### src/rtl/tgpw_pkg.sv
// Shared types, constants and the glyph table of the text glyph pixel writer.
package tgpw_pkg;

  localparam int CFG_W     = 13;
  localparam int ADDR_W    = 24;
  localparam int PIX_W     = 16;
  localparam int CODE_W    = 8;
  localparam int GLYPH_W   = 7;
  localparam int ROW_W     = 3;
  localparam int FONT_AW   = GLYPH_W + ROW_W;
  localparam int CFG_AW    = 2;

  localparam logic [CODE_W-1:0] CHAR_NL    = 8'd10;
  localparam logic [ROW_W-1:0]  LAST_ROW   = 3'd5;
  localparam logic [ROW_W-1:0]  LAST_BIT   = 3'd5;
  localparam logic [ROW_W-1:0]  FLIP_BASE  = 3'd4;
  localparam logic [3:0]        CELL_W     = 4'd6;
  localparam logic [3:0]        LINE_H     = 4'd8;

  localparam logic [CFG_W-1:0] RST_SCREEN_WIDTH  = 13'd320;
  localparam logic [CFG_W-1:0] RST_SCREEN_HEIGHT = 13'd240;
  localparam logic [CFG_W-1:0] RST_ROW_PITCH     = 13'd320;

  typedef enum logic [CFG_AW-1:0] {
    REG_SCREEN_WIDTH  = 2'd0,
    REG_SCREEN_HEIGHT = 2'd1,
    REG_ROW_PITCH     = 2'd2
  } cfg_reg_e_t;

  typedef struct packed {
    logic [CFG_W-1:0] screen_width;
    logic [CFG_W-1:0] screen_height;
    logic [CFG_W-1:0] row_pitch_words;
  } cfg_regs_t;

  // Rows 0 to 5 of a glyph, row 0 in the top byte. Rows 6 and 7 are blank.
  function automatic logic [47:0] font_glyph(input logic [GLYPH_W-1:0] g);
    logic [47:0] v;
    case (g)
      7'd33:  v = 48'h303030003000;
      7'd34:  v = 48'h505000000000;
      7'd35:  v = 48'h50f850f85000;
      7'd36:  v = 48'h78a07028f000;
      7'd37:  v = 48'h881020408800;
      7'd38:  v = 48'h40a068906800;
      7'd39:  v = 48'h204000000000;
      7'd40:  v = 48'h204040402000;
      7'd41:  v = 48'h402020204000;
      7'd42:  v = 48'h20a870a82000;
      7'd43:  v = 48'h002070200000;
      7'd44:  v = 48'h000000602040;
      7'd45:  v = 48'h000070000000;
      7'd46:  v = 48'h000000606000;
      7'd47:  v = 48'h081020408000;
      7'd48:  v = 48'h70c8c8c87000;
      7'd49:  v = 48'h307030307800;
      7'd50:  v = 48'hf01870c0f800;
      7'd51:  v = 48'hf81830987000;
      7'd52:  v = 48'h3070d0f81000;
      7'd53:  v = 48'hf8c0f018f000;
      7'd54:  v = 48'h70c0f0c87000;
      7'd55:  v = 48'hf8183060c000;
      7'd56:  v = 48'h70c870c87000;
      7'd57:  v = 48'h70c878087000;
      7'd58:  v = 48'h606000606000;
      7'd59:  v = 48'h606000602040;
      7'd60:  v = 48'h102040201000;
      7'd61:  v = 48'h007000700000;
      7'd62:  v = 48'h402010204000;
      7'd63:  v = 48'h781830003000;
      7'd64:  v = 48'h70a8b8807000;
      7'd65:  v = 48'h70c8c8f8c800;
      7'd66:  v = 48'hf0c8f0c8f000;
      7'd67:  v = 48'h70c8c0c87000;
      7'd68:  v = 48'hf0c8c8c8f000;
      7'd69:  v = 48'hf8c0f0c0f800;
      7'd70:  v = 48'hf8c0f0c0c000;
      7'd71:  v = 48'h78c0d8c87800;
      7'd72:  v = 48'hc8c8f8c8c800;
      7'd73:  v = 48'h783030307800;
      7'd74:  v = 48'hf81818d87000;
      7'd75:  v = 48'hc8d0e0d0c800;
      7'd76:  v = 48'hc0c0c0c0f800;
      7'd77:  v = 48'hd8f8f8a88800;
      7'd78:  v = 48'hc8e8f8d8c800;
      7'd79:  v = 48'h70c8c8c87000;
      7'd80:  v = 48'hf0c8c8f0c000;
      7'd81:  v = 48'h70c8c8c87008;
      7'd82:  v = 48'hf0c8c8f0c800;
      7'd83:  v = 48'h78e07038f000;
      7'd84:  v = 48'h783030303000;
      7'd85:  v = 48'hc8c8c8c87000;
      7'd86:  v = 48'hc8c8c8702000;
      7'd87:  v = 48'h88a8f8f8d800;
      7'd88:  v = 48'hc8c870c8c800;
      7'd89:  v = 48'h686878303000;
      7'd90:  v = 48'hf83060c0f800;
      7'd91:  v = 48'h604040406000;
      7'd92:  v = 48'h804020100800;
      7'd93:  v = 48'h602020206000;
      7'd94:  v = 48'h205088000000;
      7'd95:  v = 48'h000000007800;
      7'd96:  v = 48'h402000000000;
      7'd97:  v = 48'h007898987800;
      7'd98:  v = 48'hc0f0c8c8f000;
      7'd99:  v = 48'h0078e0e07800;
      7'd100: v = 48'h187898987800;
      7'd101: v = 48'h0070d8e07000;
      7'd102: v = 48'h3860f8606000;
      7'd103: v = 48'h007098f81870;
      7'd104: v = 48'hc0f0c8c8c800;
      7'd105: v = 48'h300070307800;
      7'd106: v = 48'h180018189870;
      7'd107: v = 48'hc0c8f0c8c800;
      7'd108: v = 48'h606060603800;
      7'd109: v = 48'h00d0f8a8a800;
      7'd110: v = 48'h00f0c8c8c800;
      7'd111: v = 48'h0070c8c87000;
      7'd112: v = 48'h00f0c8c8f0c0;
      7'd113: v = 48'h007898987818;
      7'd114: v = 48'h00f0c8c0c000;
      7'd115: v = 48'h0078e038f000;
      7'd116: v = 48'h60f860603800;
      7'd117: v = 48'h009898987800;
      7'd118: v = 48'h00c8c8d0e000;
      7'd119: v = 48'h0088a8f8d800;
      7'd120: v = 48'h00d87070d800;
      7'd121: v = 48'h009898781870;
      7'd122: v = 48'h00f83060f800;
      7'd123: v = 48'h302060203000;
      7'd124: v = 48'h202020202000;
      7'd125: v = 48'h602030206000;
      7'd126: v = 48'h002850000000;
      default: v = 48'h000000000000;
    endcase
    return v;
  endfunction

  // One byte of the font store: glyph in the upper address bits, row below.
  function automatic logic [7:0] font_row(input logic [FONT_AW-1:0] a);
    logic [47:0] g;
    logic [7:0]  b;
    g = font_glyph(a[FONT_AW-1:ROW_W]);
    case (a[ROW_W-1:0])
      3'd0:    b = g[47:40];
      3'd1:    b = g[39:32];
      3'd2:    b = g[31:24];
      3'd3:    b = g[23:16];
      3'd4:    b = g[15:8];
      3'd5:    b = g[7:0];
      default: b = 8'h00;
    endcase
    return b;
  endfunction

endpackage

### src/rtl/tgpw_raster.sv
// Cursor state, glyph row fetch, pixel scan and the output register.
module tgpw_raster import tgpw_pkg::*; #(
  parameter int COORD_BITS = 12
) (
  input  logic                  clk,
  input  logic                  rst_n,
  input  cfg_regs_t             cfg,
  input  logic                  in_valid,
  output logic                  in_ready,
  input  logic [CODE_W-1:0]     in_code,
  input  logic                  in_start,
  input  logic [COORD_BITS-1:0] in_origin_x,
  input  logic [COORD_BITS-1:0] in_origin_y,
  input  logic [PIX_W-1:0]      in_color,
  output logic                  rom_rd_en,
  output logic [FONT_AW-1:0]    rom_addr,
  input  logic [7:0]            rom_data,
  output logic                  out_valid,
  input  logic                  out_ready,
  output logic [ADDR_W-1:0]     out_addr,
  output logic [PIX_W-1:0]      out_value,
  output logic                  out_last
);

  localparam int CW     = COORD_BITS + 2;
  localparam int CMPW   = (CW + 1 > CFG_W) ? CW + 1 : CFG_W;
  localparam int PROD_W = CW + 1 + CFG_W;

  typedef enum logic [3:0] {
    S_IDLE  = 4'b0001,
    S_FETCH = 4'b0010,
    S_SCAN  = 4'b0100,
    S_FLUSH = 4'b1000
  } state_t;

  function automatic logic [CW-1:0] sat_add(input logic [CW-1:0] a, input logic [3:0] b);
    logic [CW:0] s;
    s = {1'b0, a} + (CW+1)'(b);
    return s[CW] ? {CW{1'b1}} : s[CW-1:0];
  endfunction

  state_t                state_r, state_nxt;
  logic [CW-1:0]         cur_col_r, cur_col_nxt;
  logic [CW-1:0]         cur_row_r, cur_row_nxt;
  logic [COORD_BITS-1:0] line_col_r, line_col_nxt;
  logic [CW-1:0]         draw_col_r, draw_col_nxt;
  logic [GLYPH_W-1:0]    glyph_r, glyph_nxt;
  logic                  flip_r, flip_nxt;
  logic [PIX_W-1:0]      color_r, color_nxt;
  logic [ROW_W-1:0]      row_idx_r, row_idx_nxt;
  logic [ROW_W-1:0]      bit_idx_r, bit_idx_nxt;
  logic                  row_ok_r, row_ok_nxt;
  logic [ADDR_W-1:0]     row_base_r, row_base_nxt;
  logic                  pend_valid_r, pend_valid_nxt;
  logic [ADDR_W-1:0]     pend_addr_r, pend_addr_nxt;
  logic                  out_valid_r, out_valid_nxt;
  logic [ADDR_W-1:0]     out_addr_r, out_addr_nxt;
  logic [PIX_W-1:0]      out_value_r, out_value_nxt;
  logic                  out_last_r, out_last_nxt;

  // Row setup for the row whose byte is being fetched.
  logic                  setup_en;
  logic [ROW_W-1:0]      setup_idx;
  logic [CW+1:0]         row_ext;
  logic [CW:0]           row_val;
  logic [PROD_W-1:0]     row_prod;

  // Pixel candidate in the scan.
  logic [CW:0]           col_x;
  logic                  cand;
  logic [ADDR_W-1:0]     cand_addr;
  logic                  out_free;
  logic                  scan_adv;
  logic                  scan_done;

  // Origin loading applied before the character itself.
  logic [COORD_BITS-1:0] acc_line;
  logic [CW-1:0]         acc_col;
  logic [CW-1:0]         acc_row;

  assign in_ready = (state_r == S_IDLE);
  assign out_free = !out_valid_r || out_ready;

  assign acc_line = in_start ? in_origin_x : line_col_r;
  assign acc_col  = in_start ? CW'(in_origin_x) : cur_col_r;
  assign acc_row  = in_start ? CW'(in_origin_y) : cur_row_r;

  assign setup_idx = (state_r == S_FETCH) ? '0 : ROW_W'(row_idx_r + 3'd1);

  always_comb begin
    if (flip_r) begin
      row_ext = {2'b00, cur_row_r} + (CW+2)'(FLIP_BASE) - (CW+2)'(setup_idx);
    end else begin
      row_ext = {2'b00, cur_row_r} + (CW+2)'(setup_idx);
    end
  end

  assign row_val  = row_ext[CW:0];
  assign row_prod = row_val * cfg.row_pitch_words;

  assign col_x     = {1'b0, draw_col_r} + (CW+1)'(ROW_W'(LAST_BIT - bit_idx_r));
  assign cand      = row_ok_r && rom_data[bit_idx_r + 3'd2] &&
                     (CMPW'(col_x) < CMPW'(cfg.screen_width));
  assign cand_addr = row_base_r + ADDR_W'(col_x);
  assign scan_adv  = !(cand && pend_valid_r) || out_free;
  assign scan_done = (row_idx_r == LAST_ROW) && (bit_idx_r == LAST_BIT);

  assign setup_en = (state_r == S_FETCH) ||
                    ((state_r == S_SCAN) && scan_adv && (bit_idx_r == LAST_BIT) &&
                     (row_idx_r != LAST_ROW));

  assign rom_rd_en = setup_en;
  assign rom_addr  = {glyph_r, setup_idx};

  always_comb begin
    state_nxt      = state_r;
    cur_col_nxt    = cur_col_r;
    cur_row_nxt    = cur_row_r;
    line_col_nxt   = line_col_r;
    draw_col_nxt   = draw_col_r;
    glyph_nxt      = glyph_r;
    flip_nxt       = flip_r;
    color_nxt      = color_r;
    row_idx_nxt    = row_idx_r;
    bit_idx_nxt    = bit_idx_r;
    row_ok_nxt     = row_ok_r;
    row_base_nxt   = row_base_r;
    pend_valid_nxt = pend_valid_r;
    pend_addr_nxt  = pend_addr_r;
    out_valid_nxt  = out_valid_r && !out_ready;
    out_addr_nxt   = out_addr_r;
    out_value_nxt  = out_value_r;
    out_last_nxt   = out_last_r;

    if (setup_en) begin
      row_idx_nxt  = setup_idx;
      row_ok_nxt   = !row_ext[CW+1] && (CMPW'(row_val) < CMPW'(cfg.screen_height));
      row_base_nxt = ADDR_W'(row_prod);
    end

    unique case (state_r)
      S_IDLE: begin
        if (in_valid) begin
          line_col_nxt = acc_line;
          if (in_code == CHAR_NL) begin
            cur_col_nxt = CW'(acc_line);
            cur_row_nxt = sat_add(acc_row, LINE_H);
          end else begin
            cur_row_nxt  = acc_row;
            draw_col_nxt = acc_col;
            cur_col_nxt  = sat_add(acc_col, CELL_W);
            glyph_nxt    = in_code[GLYPH_W-1:0];
            flip_nxt     = in_code[CODE_W-1];
            color_nxt    = in_color;
            state_nxt    = S_FETCH;
          end
        end
      end
      S_FETCH: begin
        bit_idx_nxt = '0;
        state_nxt   = S_SCAN;
      end
      S_SCAN: begin
        if (scan_adv) begin
          if (cand) begin
            pend_valid_nxt = 1'b1;
            pend_addr_nxt  = cand_addr;
            if (pend_valid_r) begin
              out_valid_nxt = 1'b1;
              out_addr_nxt  = pend_addr_r;
              out_value_nxt = color_r;
              out_last_nxt  = 1'b0;
            end
          end
          bit_idx_nxt = (bit_idx_r == LAST_BIT) ? '0 : ROW_W'(bit_idx_r + 3'd1);
          if (scan_done) begin
            state_nxt = S_FLUSH;
          end
        end
      end
      S_FLUSH: begin
        if (!pend_valid_r) begin
          state_nxt = S_IDLE;
        end else if (out_free) begin
          out_valid_nxt  = 1'b1;
          out_addr_nxt   = pend_addr_r;
          out_value_nxt  = color_r;
          out_last_nxt   = 1'b1;
          pend_valid_nxt = 1'b0;
          state_nxt      = S_IDLE;
        end
      end
      default: begin
        state_nxt = S_IDLE;
      end
    endcase
  end

  always_ff @(posedge clk) begin
    if (!rst_n) begin
      state_r      <= S_IDLE;
      cur_col_r    <= '0;
      cur_row_r    <= '0;
      line_col_r   <= '0;
      pend_valid_r <= 1'b0;
      out_valid_r  <= 1'b0;
    end else begin
      state_r      <= state_nxt;
      cur_col_r    <= cur_col_nxt;
      cur_row_r    <= cur_row_nxt;
      line_col_r   <= line_col_nxt;
      pend_valid_r <= pend_valid_nxt;
      out_valid_r  <= out_valid_nxt;
    end
  end

  always_ff @(posedge clk) begin
    draw_col_r  <= draw_col_nxt;
    glyph_r     <= glyph_nxt;
    flip_r      <= flip_nxt;
    color_r     <= color_nxt;
    row_idx_r   <= row_idx_nxt;
    bit_idx_r   <= bit_idx_nxt;
    row_ok_r    <= row_ok_nxt;
    row_base_r  <= row_base_nxt;
    pend_addr_r <= pend_addr_nxt;
    out_addr_r  <= out_addr_nxt;
    out_value_r <= out_value_nxt;
    out_last_r  <= out_last_nxt;
  end

  assign out_valid = out_valid_r;
  assign out_addr  = out_addr_r;
  assign out_value = out_value_r;
  assign out_last  = out_last_r;

`ifndef SYNTHESIS
  // A character never leaves a held-back pixel behind once it is finished.
  a_idle_no_pending: assert property (@(posedge clk) disable iff (!rst_n)
    (state_r == S_IDLE) |-> !pend_valid_r)
    else $error("pending pixel left over at end of character");

  // A pixel shown without the last mark always has a later pixel held back.
  a_notlast_has_pending: assert property (@(posedge clk) disable iff (!rst_n)
    (out_valid_r && !out_last_r) |-> pend_valid_r)
    else $error("non-final pixel on output with nothing pending");

  // Scan counters stay inside the 6 by 6 cell.
  a_scan_bounds: assert property (@(posedge clk) disable iff (!rst_n)
    (state_r == S_SCAN) |-> ((row_idx_r <= LAST_ROW) && (bit_idx_r <= LAST_BIT)))
    else $error("scan counter outside the glyph cell");

  // A drawn character starts with a row fetch in the next cycle.
  a_draw_fetches: assert property (@(posedge clk) disable iff (!rst_n)
    (in_valid && in_ready && (in_code != CHAR_NL)) |=> (state_r == S_FETCH))
    else $error("character transfer did not start a glyph fetch");
`endif

endmodule

### config.mk
export PLATFORM = sky130hd
export DESIGN_NAME = tgpw_raster
export DESIGN_NICKNAME = d
export VERILOG_FILES = /design/src/rtl/tgpw_pkg.sv /design/src/rtl/tgpw_raster.sv
export SDC_FILE = /design/constraint.sdc
export NUM_CORES = 1
export LEC_CHECK = 0
export BUFFER_PORTS_ARGS = -buffer_cell sky130_fd_sc_hd__buf_2
export CAP_MARGIN = 20
export CORE_UTILIZATION = 41
export DETAILED_ROUTE_END_ITERATION = 12
export SLEW_MARGIN = 20
export SYNTH_ARGS = -nofsm -noshare
export SYNTH_HDL_FRONTEND = slang
export SYNTH_SLANG_ARGS = --single-unit
### constraint.sdc
create_clock -name clk -period 12.2 [get_ports clk]
set_input_delay 0.61 -clock clk [delete_from_list [all_inputs] [get_ports clk]]
set_output_delay 0.61 -clock clk [all_outputs]
set_load 0.01 [all_outputs]
# == Word-level counts from Yosys, hierarchy flattened ==
# Index checks and enable logic that the tools add are counted.
# Widths: inputs -> output; s select.
# totals
ff_bits,180
inputBits,100
output_inout_bits,54
wordCells,126
# classes
n_addsub,11
mul,1
n_lt_le_gt_ge,3
n_eq_ne,17
muxes,50
n_bitwise,1
n_reduce_logical,25
# op_table
operator,n
$mux 24,5
$mux 16,6
$mux 14,6
$pmux 24 s2,1
$pmux 16 s2,1
$add 14x3->15,2
$add 14x3->15 const B,2
$lt 15x13->1,2
$add 24x15->24,1
$mul 15x13->24,1
$mux 4,6
$ne 2x2->1 const B,8
$pmux 4 s4,1
$sub 15x3->16,1
$add 14x4->15 const B,1
$mux 1,15
$mux 12,1
$logic_and 1x1->1,9
$mux 3,3
$reduce_and 3->1,3
$eq 8x4->1 const B,1
$add 3x1->3 const B,2
$eq 3x3->1 const B,2
$ne 3x3->1 const B,2
other kinds (17),26

# == Depth between registers and ports, before layout ==
# logic_depth
ltp_word,12
ltp_mapped,35
ltp_nobuf,34

# == Worst setup path before layout ==
# No wires, ideal clock.
# synth_timing
path_kind,register -> register
from,reg state_r[3]
to,"reg row_base_r[23], data pin"
setup_time_ns,0.268
t_arrival_ns,8.180
required_ns,11.932
setup_slack_ns,3.752
path_stages_with_launch,33
path_buffers,1
synth_period_minus_slack_ns,8.448
cell_sequence,dfxtp_1 -> or4b_2 -> nand2b_1 -> ha_1 -> ha_1 -> inv_1 -> fa_1 -> nor2b_1 -> o31a_1 -> o221ai_1 -> nand2b_1 -> a21oi_1 -> xor2_1 -> o21ai_0 -> clkbuf_1 -> nand2_1 -> fa_1 -> inv_1 -> fa_1 -> inv_1 -> fa_1 -> fa_1 -> fa_1 -> inv_1 -> ha_1 -> a21o_1 -> a21oi_1 -> nor3b_1 -> a21oi_1 -> a211o_1 -> a31oi_1 -> xnor3_1 -> xnor3_1
# synth_via
elab_chain_cells,5
elab_cells_between_ends,6
classes_between,add/sub: 2; mul: 1; eq/ne: 1; mux: 2
# synth_rtl
item,line_no,source
"start, declared",tgpw_raster.sv:42,"state_t state_r, state_nxt;"
"start signal, assigned",tgpw_raster.sv:208,state_r <= state_nxt;
$eq 4x2->1 *,tgpw_raster.sv:88,assign setup_idx = (state_r == S_FETCH) ? '0 : ROW_W'(row_idx_r + 3'd1);
$mux 3 *,tgpw_raster.sv:88,
$sub 15x3->16 or $add 14x3->15 (tied branches),"tgpw_raster.sv:92, tgpw_raster.sv:94",
$mux 16 *,tgpw_raster.sv:91,if (flip_r) begin
$mul 15x13->24 *,tgpw_raster.sv:99,assign row_prod = row_val * cfg.row_pitch_words;
via row_prod[23],tgpw_raster.sv:66,logic [PROD_W-1:0] row_prod;
"end signal, assigned",tgpw_raster.sv:225,row_base_r <= row_base_nxt;
"end, declared",tgpw_raster.sv:53,"logic [ADDR_W-1:0] row_base_r, row_base_nxt;"
# Mark *: on every way through the listed nets, which the timed path passes. The rest lies on a longest branch.
# A chain may end at the register's enable or synchronous reset.

# == Worst setup path after layout ==
# layout_timing
from,reg state_r[1]
to,"reg row_base_r[23], data pin"
# The elaborated chain is that of the path after synthesis.

==> impl_metrics.py <==
metrics = {
    "logic_synthesis": {
        "avgSynthCellArea_um2": 10.0,
        "synth_cell_types": 73,
        "synth_top_cell_by_area": "edfxtp_1",
        "synth_edf_count": 134,
        "yosysMostFrequentCell": "inv_1",
        "ys_seq_area_share_pct": 31.6,
        "synthFlopType": "edfxtp_1",
        "ys_warn_count": 0,
        "syn_nets": 1935,
        "synth_seq_cells": 180,
        "postSynthCellCount": 1561,
        "synth_top_area_share_pct": 25.7,
        "async_reset_ff_share_pct": 0,
        "syn_area_um2": 15600,
        "synth_common_cells": "253 x inv_1, 187 x nand2_1, 142 x fa_1",
        "netlist_top_cells_area": "edfxtp_1 26%, fa_1 18%, ha_1 11%",
    },
    "timing": {
        "worst_pin_slew_ns": 1.05,
        "hold_viol": 0,
        "slew_headroom_pct": 29.7,
        "finalSetupTns_ns": 0,
        "finalCriticalPeriod_ns": 9.30,
        "final.setup.worst_slack_ns": 2.90,
        "setup_violations": 0,
        "slew_viol_final": 0,
        "hold_slack_ns": 0.329,
        "skew_ns": 0.0171,
        "timing.fmax_mhz": 108,
        "post-route-period-util_pct": 76.2,
        "rsz0062_at_grt": "false",
    },
    "detailed_routing": {
        "routed_via_density": 5.03,
        "dr_total_vias": 11179,
        "drtIter0Drc": 612,
        "ant_nets": 0,
        "dr.pass1.iters": 5,
        "post_drt_wl_per_cell_um": 16.0,
        "drc": 0,
        "drt-total-wl_um": 35500,
    },
    "clock_tree": {
        "postCtsResizedCells": 0,
        "cts_tree": "built",
        "postCtsHoldBufs": 0,
        "root_buffer": "clkbuf_16",
        "cts_setup_buffers": 0,
        "clock_path_buffers": 2,
        "cts_inserted_buffers": 17,
        "htree_levels": 4,
        "clk_pin_slew_worst_paths_ns": 0.08,
        "clock_latency_ns": 0.45,
        "cts_sinks": 180,
    },
    "grt": {
        "grt_max_degree": 58,
        "grt-ovfl-total": 0,
        "grt_pass1_vias": 11161,
        "grt_pass1_wl_um": 58200,
        "antenna_found_initial": 1,
        "grtUsageTotal_pct": 19.1,
    },
    "min_path": {
        "min_from": "in_color[8]",
        "holdPathEnd": "color_r[8]$_DFFE_PP_",
        "holdPathStages": 1,
        "holdCritPathClass": "in2reg",
    },
    "floorplan": {
        "die_w_um": 197,
        "die-area_um2": 38900,
        "coreArea_um2": 37600,
        "die_h_um": 197,
        "io_pins": 154,
        "rows": 71,
        "start_util_pct": 41.6,
    },
    "cells_and_area": {
        "final_cells": 2221,
        "finish.net_count": 2071,
        "drive_above_1_share_pct": 14.4,
        "area_growth_pct": 12.3,
        "n_antenna_cell": 0,
    },
    "setup_path": {
        "cp_common_cell": "fa_1",
        "worstSetupPathType": "reg2reg",
        "cp-start-kind": "flip-flop",
        "crit_slowest_cell": "a21oi_1",
        "rr_worst_depth": 31,
        "path_max_fanout": 12,
        "r2r_end": "row_base_r[23]$_DFFE_PP_",
        "max_stage_delay_ns": 0.84,
        "worst_setup_path_end_kind": "flip-flop",
        "worst-r2r-setup-slack_ns": 2.90,
        "cp_data_arrival_time_ns": 9.49,
        "r2r-start": "state_r[1]$_SDFFE_PN0P_",
        "crit_required_ns": 12.39,
    },
    "placement": {
        "place_inst": 2189,
        "port_buffers": 153,
        "place_ws_ns": 2.89,
        "finalWeightedCongestion": 0.827,
        "dp_hpwl_um": 28000,
    },
    "job": {
        "maxCapViolations": 0,
    },
    "outcome": {
        "status": "completed",
    },
}
-- area by class of cell --
class / count / area, um2
Fill cell: 3605 / 20000
Tap cell: 511 / 639
Timing Repair Buffer: 169 / 886
Sequential cell: 180 / 4940
Multi-Input combinational cell: 1076 / 9540
Clock inverter: 15 / 169
Clock buffer: 17 / 425
Inverter: 253 / 950
-- cells by family (layout without fill, tap and decap cells) --
family / Yosys count / after routing / synth area share, %
AOI/OAI and AO/OA: 241 / 241 / 10.7
muxes: 26 / 26 / 1.88
adders and majority gates: 275 / 275 / 28.8
and+or+nand+nor: 440 / 440 / 13.9
DFF: 180 / 180 / 31.6
xor gates and xnor gates: 94 / 94 / 5.49
buffers and inverters: 305 / 454 / 7.48
-- metal layers --
| metal | track usage (%) | share of wire (%) |
|---|---|---|
| met5 | 0 | 0 |
| met4 | 5.00 | 1.3 |
| met3 | 2.60 | 3.8 |
| met2 | 31.1 | 46 |
| met1 | 26.7 | 49 |
-- placed cells by master, fill, tap and decap left out, types with 17 or more instances in the layout --
master     instances
a21boi_0          24
a21o_1            19
a21oi_1           46
and2_1            81
buf_2            153
clkbuf_16         17
dfxtp_1           46
edfxtp_1         134
fa_1             142
ha_1             132
inv_1            253
nand2_1          187
nand3_1           22
nor2_1            48
nor2b_1           28
o21ai_0           48
xnor2_1           65
xor2_1            26
-- metrics by stage --
step,area (um2),util (%)
6_report,17600,46.7
5_1_grt,17600,46.7
4_1_cts,17600,46.7
3_5_place_dp,17000,45.1
3_3_place_gp,17000,45.1
2_1_floorplan,15600,-
-- critical path: cells and delay by family (launching register included) --
kind | cells | cell delay, ns
xor+xnor | 3 | 0.69
simple gates | 5 | 1.54
buf+inv | 5 | 0.33
flops | 1 | 0.44
fa+ha+maj | 9 | 3.37
compound gates | 9 | 2.67
-- worst max path at each step --
stage | start | endpoint | slack (ns) | cells after the start
finish | state_r[1]$_SDFFE_PN0P_ | row_base_r[23]$_DFFE_PP_ | 2.90 | 31
global route | state_r[1]$_SDFFE_PN0P_ | row_base_r[23]$_DFFE_PP_ | 2.35 | 31
CTS | state_r[3]$_SDFFE_PN0P_ | row_base_r[23]$_DFFE_PP_ | 2.85 | 31
detailed placement | state_r[3]$_SDFFE_PN0P_ | row_base_r[23]$_DFFE_PP_ | 2.89 | 31
global placement | state_r[3]$_SDFFE_PN0P_ | row_base_r[23]$_DFFE_PP_ | 3.24 | 31
floorplan | state_r[3]$_SDFFE_PN0P_ | row_base_r[23]$_DFFE_PP_ | 3.75 | 32
-- flip-flops by register name, summed over array words and instances (netlist names), 14 cells and up --
signal,cells
row_base_r,24
cur_row_r,14
draw_col_r,14
color_r,16
out_value,16
pend_addr_r,24
out_addr,24
cur_col_r,14
Power is not shown: default switching activity piles up to over one toggle a cycle in this logic, so the estimate is an artifact.
